[src/rtl/quaternion_vector_rotate_defines.svh]
// ----------------------------------------------------------------------------
// Quaternion vector rotate assertion macros
// Concurrent assertion wrappers, empty when synthesizing.
// ----------------------------------------------------------------------------
`ifndef QUATERNION_VECTOR_ROTATE_DEFINES_SVH
`define QUATERNION_VECTOR_ROTATE_DEFINES_SVH
`ifndef SYNTHESIS
`define QVR_ASSERT(label, clk, rst, prop, msg) \
   label: assert property (@(posedge clk) disable iff (rst) prop) else $error(msg);
`define QVR_ASSERT_NR(label, clk, prop, msg) \
   label: assert property (@(posedge clk) prop) else $error(msg);
`else
`define QVR_ASSERT(label, clk, rst, prop, msg)
`define QVR_ASSERT_NR(label, clk, prop, msg)
`endif
`endif

[src/rtl/qvr_pkg.sv]
`timescale 1ns / 1ps
// ----------------------------------------------------------------------------
// Quaternion vector rotate package
// Shared constants, CORDIC arctangent table and helpers.
// ----------------------------------------------------------------------------
package qvr_pkg;

   localparam int DefCordicSteps = 16;
   localparam int AtanEntries    = 24;

   localparam logic signed [33:0] Q30Pi     = 34'sd3373259426;
   localparam logic signed [33:0] Q30HalfPi = 34'sd1686629713;
   localparam logic signed [33:0] CordicGain = 34'sd652032874;

   // sqrt operand width: n2 < 2^34, shifted by 32
   localparam int SqW  = 66;
   localparam int LenW = 33;
   // division: numerator |a|*2^46 < 2^62, quotient |u| <= 2^30
   localparam int NumW = 62;
   localparam int QuoW = 31;

   function automatic logic signed [33:0] atan_q30(input int i);
      logic signed [33:0] t [AtanEntries];
      t = '{34'sd843314856, 34'sd497837829, 34'sd263043836, 34'sd133525158,
            34'sd67021686, 34'sd33543515, 34'sd16775850, 34'sd8388437,
            34'sd4194282, 34'sd2097149, 34'sd1048575, 34'sd524287,
            34'sd262143, 34'sd131071, 34'sd65535, 34'sd32767,
            34'sd16383, 34'sd8191, 34'sd4095, 34'sd2047,
            34'sd1023, 34'sd511, 34'sd255, 34'sd127};
      return t[i];
   endfunction

   function automatic logic signed [15:0] sat16(input logic signed [63:0] v);
      logic signed [15:0] r;
      if (v > 64'sd32767) r = 16'sh7fff;
      else if (v < -64'sd32768) r = 16'sh8000;
      else r = v[15:0];
      return r;
   endfunction

   typedef struct packed {
      logic signed [15:0] vx;
      logic signed [15:0] vy;
      logic signed [15:0] vz;
      logic               inval;
   } side_type;

endpackage

[src/rtl/qvr_cordic.sv]
`timescale 1ns / 1ps
// ----------------------------------------------------------------------------
// Quaternion vector rotate CORDIC
// Pipelined half-angle sine/cosine, one iteration per stage.
// ----------------------------------------------------------------------------
module qvr_cordic
   import qvr_pkg::*;
#(
   parameter int CORDIC_STEPS = DefCordicSteps
) (
   input  logic                clock,
   input  logic                advance,
   input  logic signed [15:0]  angle,
   output logic signed [33:0]  cos_q30,
   output logic signed [33:0]  sin_q30
);

   localparam int N = (CORDIC_STEPS < AtanEntries) ? CORDIC_STEPS : AtanEntries;

   logic signed [33:0] x_ff [N+1];
   logic signed [33:0] y_ff [N+1];
   logic signed [34:0] z_ff [N+1];
   logic               flip_ff [N+1];
   logic signed [34:0] z0_in;
   logic               flip0_in;

   always_comb begin
      z0_in = 35'(angle) <<< 17;
      flip0_in = 1'b0;
      if (z0_in > 35'(Q30HalfPi)) begin
         z0_in = z0_in - 35'(Q30Pi);
         flip0_in = 1'b1;
      end else if (z0_in < -35'(Q30HalfPi)) begin
         z0_in = z0_in + 35'(Q30Pi);
         flip0_in = 1'b1;
      end
   end

   always_ff @(posedge clock) begin
      if (advance) begin
         x_ff[0]    <= CordicGain;
         y_ff[0]    <= '0;
         z_ff[0]    <= z0_in;
         flip_ff[0] <= flip0_in;
      end
   end

   for (genvar i = 0; i < N; i++) begin : g_it
      always_ff @(posedge clock) begin
         if (advance) begin
            flip_ff[i+1] <= flip_ff[i];
            if (!z_ff[i][34]) begin
               x_ff[i+1] <= x_ff[i] - (y_ff[i] >>> i);
               y_ff[i+1] <= y_ff[i] + (x_ff[i] >>> i);
               z_ff[i+1] <= z_ff[i] - 35'(atan_q30(i));
            end else begin
               x_ff[i+1] <= x_ff[i] + (y_ff[i] >>> i);
               y_ff[i+1] <= y_ff[i] - (x_ff[i] >>> i);
               z_ff[i+1] <= z_ff[i] + 35'(atan_q30(i));
            end
         end
      end
   end

   assign cos_q30 = flip_ff[N] ? -x_ff[N] : x_ff[N];
   assign sin_q30 = flip_ff[N] ? -y_ff[N] : y_ff[N];

endmodule

[config.mk]
export PLATFORM = sky130hd
export DESIGN_NAME = qvr_cordic
export DESIGN_NICKNAME = d
export VERILOG_FILES = /design/src/rtl/quaternion_vector_rotate_defines.svh /design/src/rtl/qvr_pkg.sv /design/src/rtl/qvr_cordic.sv
export SDC_FILE = /design/constraint.sdc
export NUM_CORES = 2
export LEC_CHECK = 0
export BUFFER_PORTS_ARGS = -buffer_cell sky130_fd_sc_hd__buf_4
export CAP_MARGIN = 20
export CELL_PAD_IN_SITES_DETAIL_PLACEMENT = 1
export CELL_PAD_IN_SITES_GLOBAL_PLACEMENT = 1
export CORE_MARGIN = 5
export CORE_UTILIZATION = 35
export CTS_CLUSTER_SIZE = 24
export DETAILED_ROUTE_END_ITERATION = 8
export GPL_ROUTABILITY_DRIVEN = 0
export PLACE_DENSITY = 0.69
export SLEW_MARGIN = 20
export SYNTH_ARGS = -nofsm -noshare
export SYNTH_HDL_FRONTEND = slang
export SYNTH_SLANG_ARGS = --single-unit
export TNS_END_PERCENT = 20
[constraint.sdc]
create_clock -name clock -period 9.2 [get_ports clock]
set_input_delay 0.92 -clock clock [delete_from_list [all_inputs] [get_ports clock]]
set_output_delay 0.92 -clock clock [all_outputs]
set_load 0.01 [all_outputs]
; Yosys cells after proc, flatten, opt, wreduce, memory -nomap -nowiden
; Memories as Yosys holds them, arrays and structs flattened.
; Cells that the tools add are included.
[op_classes]
n_addsub = 99
n_lt_le_gt_ge = 2
n_mux = 152
bitwise_logic = 48
[ops]
columns = cell, count
row1 = $mux W34, 34
row2 = $mux W35, 18
row3 = $mux W1, 100
row4 = $add A34 B19 Y34, 2
row5 = $add A34 B20 Y34, 2
row6 = $add A34 B21 Y34, 2
row7 = $add A34 B22 Y34, 2
row8 = $add A34 B23 Y34, 2
row9 = $add A34 B24 Y34, 2
row10 = $add A34 B25 Y34, 2
row11 = $add A34 B26 Y34, 2
row12 = $add A34 B27 Y34, 2
row13 = $add A34 B28 Y34, 2
row14 = $add A34 B29 Y34, 2
row15 = $add A34 B30 Y34, 2
row16 = $add A34 B31 Y34, 2
row17 = $add A34 B32 Y34, 2
row18 = $add A34 B33 Y34, 2
row19 = $neg A34 Y34, 2
row20 = $sub A34 B19 Y34, 2
row21 = $sub A34 B20 Y34, 2
row22 = $sub A34 B21 Y34, 2
row23 = $sub A34 B22 Y34, 2
row24 = $sub A34 B23 Y34, 2
row25 = 49 further kinds, 107
[word_totals]
register_bits = 0
mem_bits_rw = 1768
in_bits = 18
output_inout_bits = 68
word_cells = 305
memories = 4
[mem_list]
columns = name, words, width, read_ports, rd_clocked_by_memory_dff, wr, line_no
row1 = z_ff, 17, 35, 16, 0, 17, qvr_cordic.sv:22  ; logic signed [34:0] z_ff [N+1];
row2 = x_ff, 17, 34, 17, 0, 17, qvr_cordic.sv:20  ; logic signed [33:0] x_ff [N+1];
row3 = y_ff, 17, 34, 17, 0, 17, qvr_cordic.sv:21  ; logic signed [33:0] y_ff [N+1];
row4 = flip_ff, 17, 1, 17, 0, 17, qvr_cordic.sv:23  ; logic flip_ff [N+1];

; Longest topological paths before layout
[logic_depth]
word_depth = 4
ltp_mapped = 21
depth_no_buf = 21

; Worst setup path after synthesis
; Ideal clock, no wire load.
[synth_path]
kind = input port to flip-flop
from = in advance
to = mem y_ff[4][30] (data pin)
setup_ns = 0.258
arrival_time_ns = 5.399
t_required_ns = 8.942
setup_slack_ns = 3.543
stages = 20
path_buffers = 4
cell_sequence = clkbuf_1 clkbuf_1 nand2_1 inv_1 clkbuf_1 buf_1 nor2_1 xnor2_1 ha_1 o21ai_0 a21oi_1 o2111a_1 nor4_2 o21ai_1 o311a_1 o31ai_2 o21ai_1 a21o_1 a21oi_1 xnor2_1
[synth_rtl]
columns = element, line_no
row1 = start: declaration, qvr_cordic.sv:12  ; input logic advance,
row2 = end: declaration, qvr_cordic.sv:21

==> out/metrics.cfg <==
[floorplan]
start_util=0.352
die-area_mm2=0.377
die_x_um=614
die_height_um=614
rows=221
io_pins=86
core_area_mm2=0.363

[layout]
register_area_mm2=0.0452
areaGrowthSynthToFinish_pct=9.50
nFillCells=41300
nNetsFinal=14900
multi_input_area_mm2=0.0796
final_area_mm2=0.140
drive_gt1_frac=0.0446

[worst_setup_path]
setup.worst_path.start_class=input pin
crit_arrival_ns=6.84
critPathRequiredTime_ns=9.81
critPathCaptureType=flip-flop
cp_max_fo=151
critPathKind=input pin to flip-flop

[clocking]
cts_tree=done
cts_sinks=1506
clk_pin_slew_ns=0.06
htreeDepth=4
clock-root-buffer=clkbuf_16
post_cts_resized=0
ctsHoldBuffers=0
cts_buffers=182
clockBufferDepth=4
cts_setup_buffers=0
clk_latency_ns=0.87

[synth]
synthesis.nets=14800
seq_area_frac_synth=0.354
yosysWarnings=0
async_reset_ff_frac=0
yosys_register_bits=1506
synth-edff-count=1506
syn_area_per_cell_um2=9.63
synth-main-ff-cell=edfxtp_1
synth_area_mm2=0.128
synth_area_leaders=edfxtp_1 35%, ha_1 14%, xnor2_1 9.0%
synth_cells=13300
yosysTopAreaCell=edfxtp_1
netlist.area_leader.share=0.354
synth.distinct_cells=101

[sta]
drv_slew=0
hold_viol_final=0
tns_ns=0
whs_ns=0.398
rsz0062_at_grt=no
setup_viol=0
fmaxAchievable_mhz=161
min_period_over_period=0.677
finClkSkew_ns=0.0541
worstMarginPinSlew_ns=1.07
relSlewSlack=0.286
period_needed_ns=6.23

[global_routing]
grt_pass1_vias=102000
grt_pass1_wl_um=576000
antenna_found_initial=2
grt.overflow.total=0
grt_usage=0.186
grt_start_max_net_pins=152

[routing]
drt_iter0_markers=5375
dr.pass1.iters=5
routedWlPerCell_um=19.8
vias_per_cell=5.47
via_count=100000
wl_um=362000
drcViolationCount=0
ant_nets=0

[placed_design]
numPortBuffers=85
place_area_mm2=0.134
dp_hpwl_um=290000

[hold_path]
worstHoldPathType=input pin to flip-flop

[job]
maxCapViolCount=0

[status]
status=finished, final reports clean

==> stage by stage <==
stage	utilization	std cells	worst slack [ns]
floorplan	-	13300	3.54
global placement	0.370	18000	2.20
detailed placement	0.370	18000	2.10
CTS	0.385	18300	3.08
global route	0.385	18300	2.64
finish	0.385	18300	2.97
==> area by class of cell <==
| class | count | area share |
|---|---|---|
| well taps | 4794 | 0.0429 |
| flip-flops and latches | 1506 | 0.323 |
| clock inverters | 105 | 0.00696 |
| diodes | 3 | 0.0000537 |
| clock buffers | 217 | 0.0338 |
| multi-input cells | 11000 | 0.569 |
| repair buffers | 157 | 0.00866 |
| inverters | 550 | 0.0148 |
==> cell usage in the layout, fill, tap and decap left out, drive strengths merged, types with 217 or more instances in the layout <==
master	count
nand2b	252
edfxtp	1506
a21o	713
nor3	305
nand3	224
ha	1442
a21oi	1343
nor2	946
nand2	728
o21ai	789
xor2	625
xnor2	1307
inv	549
clkbuf	217
==> cells in the mapped netlist (all sizes together), types with 68 or more instances <==
| cell type | instances |
|---|---|
| and3 | 128 |
| ha | 1442 |
| a21oi | 1343 |
| a31oi | 127 |
| edfxtp | 1506 |
| nor2 | 946 |
| and2 | 68 |
| o21ai | 789 |
| xor2 | 625 |
| nand2 | 728 |
| o21a | 180 |
| nand4 | 83 |
| o21bai | 171 |
| xnor2 | 1307 |
| clkbuf | 176 |
| nand3 | 224 |
| nor3 | 305 |
| nor2b | 197 |
| a211oi | 108 |
| or3 | 127 |
| inv | 541 |
| a21o | 713 |
| o31ai | 156 |
| nand2b | 252 |
| nor4 | 78 |
==> layer usage <==
layer | global-route usage | wire length, um
met5 | 0 | 0
met4 | 0.0474 | 9270
met3 | 0.0153 | 10200
met2 | 0.331 | 178000
met1 | 0.244 | 165000
==> cells by family (layout without fill, tap and decap cells) <==
family | after synthesis | count (layout) | synth area share
AND/OR/NAND/NOR | 3361 | 3361 | 0.130
buffers and inverters | 760 | 1029 | 0.0224
adder cells (fa/ha/maj) | 1486 | 1486 | 0.148
flip-flops | 1506 | 1506 | 0.354
other | 0 | 3 | 0
XOR/XNOR | 1933 | 1933 | 0.133
AO/OA/AOI/OAI | 4113 | 4113 | 0.204
multiplexers | 100 | 100 | 0.00825
==> critical path, stage by stage <==
cell	delay [ns]
buf_16	0.33
buf_12	0.53
nand2_2	0.56
clkinv_1	0.48
buf_4	0.37
nor2_1	0.11
xnor2_1	0.14
ha_1	0.22
or3_1	0.35
o2111a_1	0.29
nor4_2	0.51
o21ai_1	0.27
o311a_1	0.41
o31ai_2	0.32
o21ai_1	0.19
a21o_1	0.21
a21oi_1	0.17
xnor2_1	0.08
==> path summary, 6_finish.rpt <==
path / start / slack (ns) / to / depth (start not counted)
worst max-delay path: advance / 2.97 / y_ff[15][32] / 18
worst min-delay path: angle[5] / 0.40 / z_ff[0][22] / 2
worst max register to register: x_ff[7][13] / 3.28 / y_ff[8][32] / 19
worst min register to register: flip_ff[0][14] / 0.42 / flip_ff[0][15] / 0
==> registers in the layout, summed over array words and instances (netlist names) <==
name / cells
flip_ff: 16
z_ff: 495
x_ff: 484
y_ff: 511
Power is not shown: default switching activity piles up to over one toggle a cycle in this logic, so the estimate is an artifact.
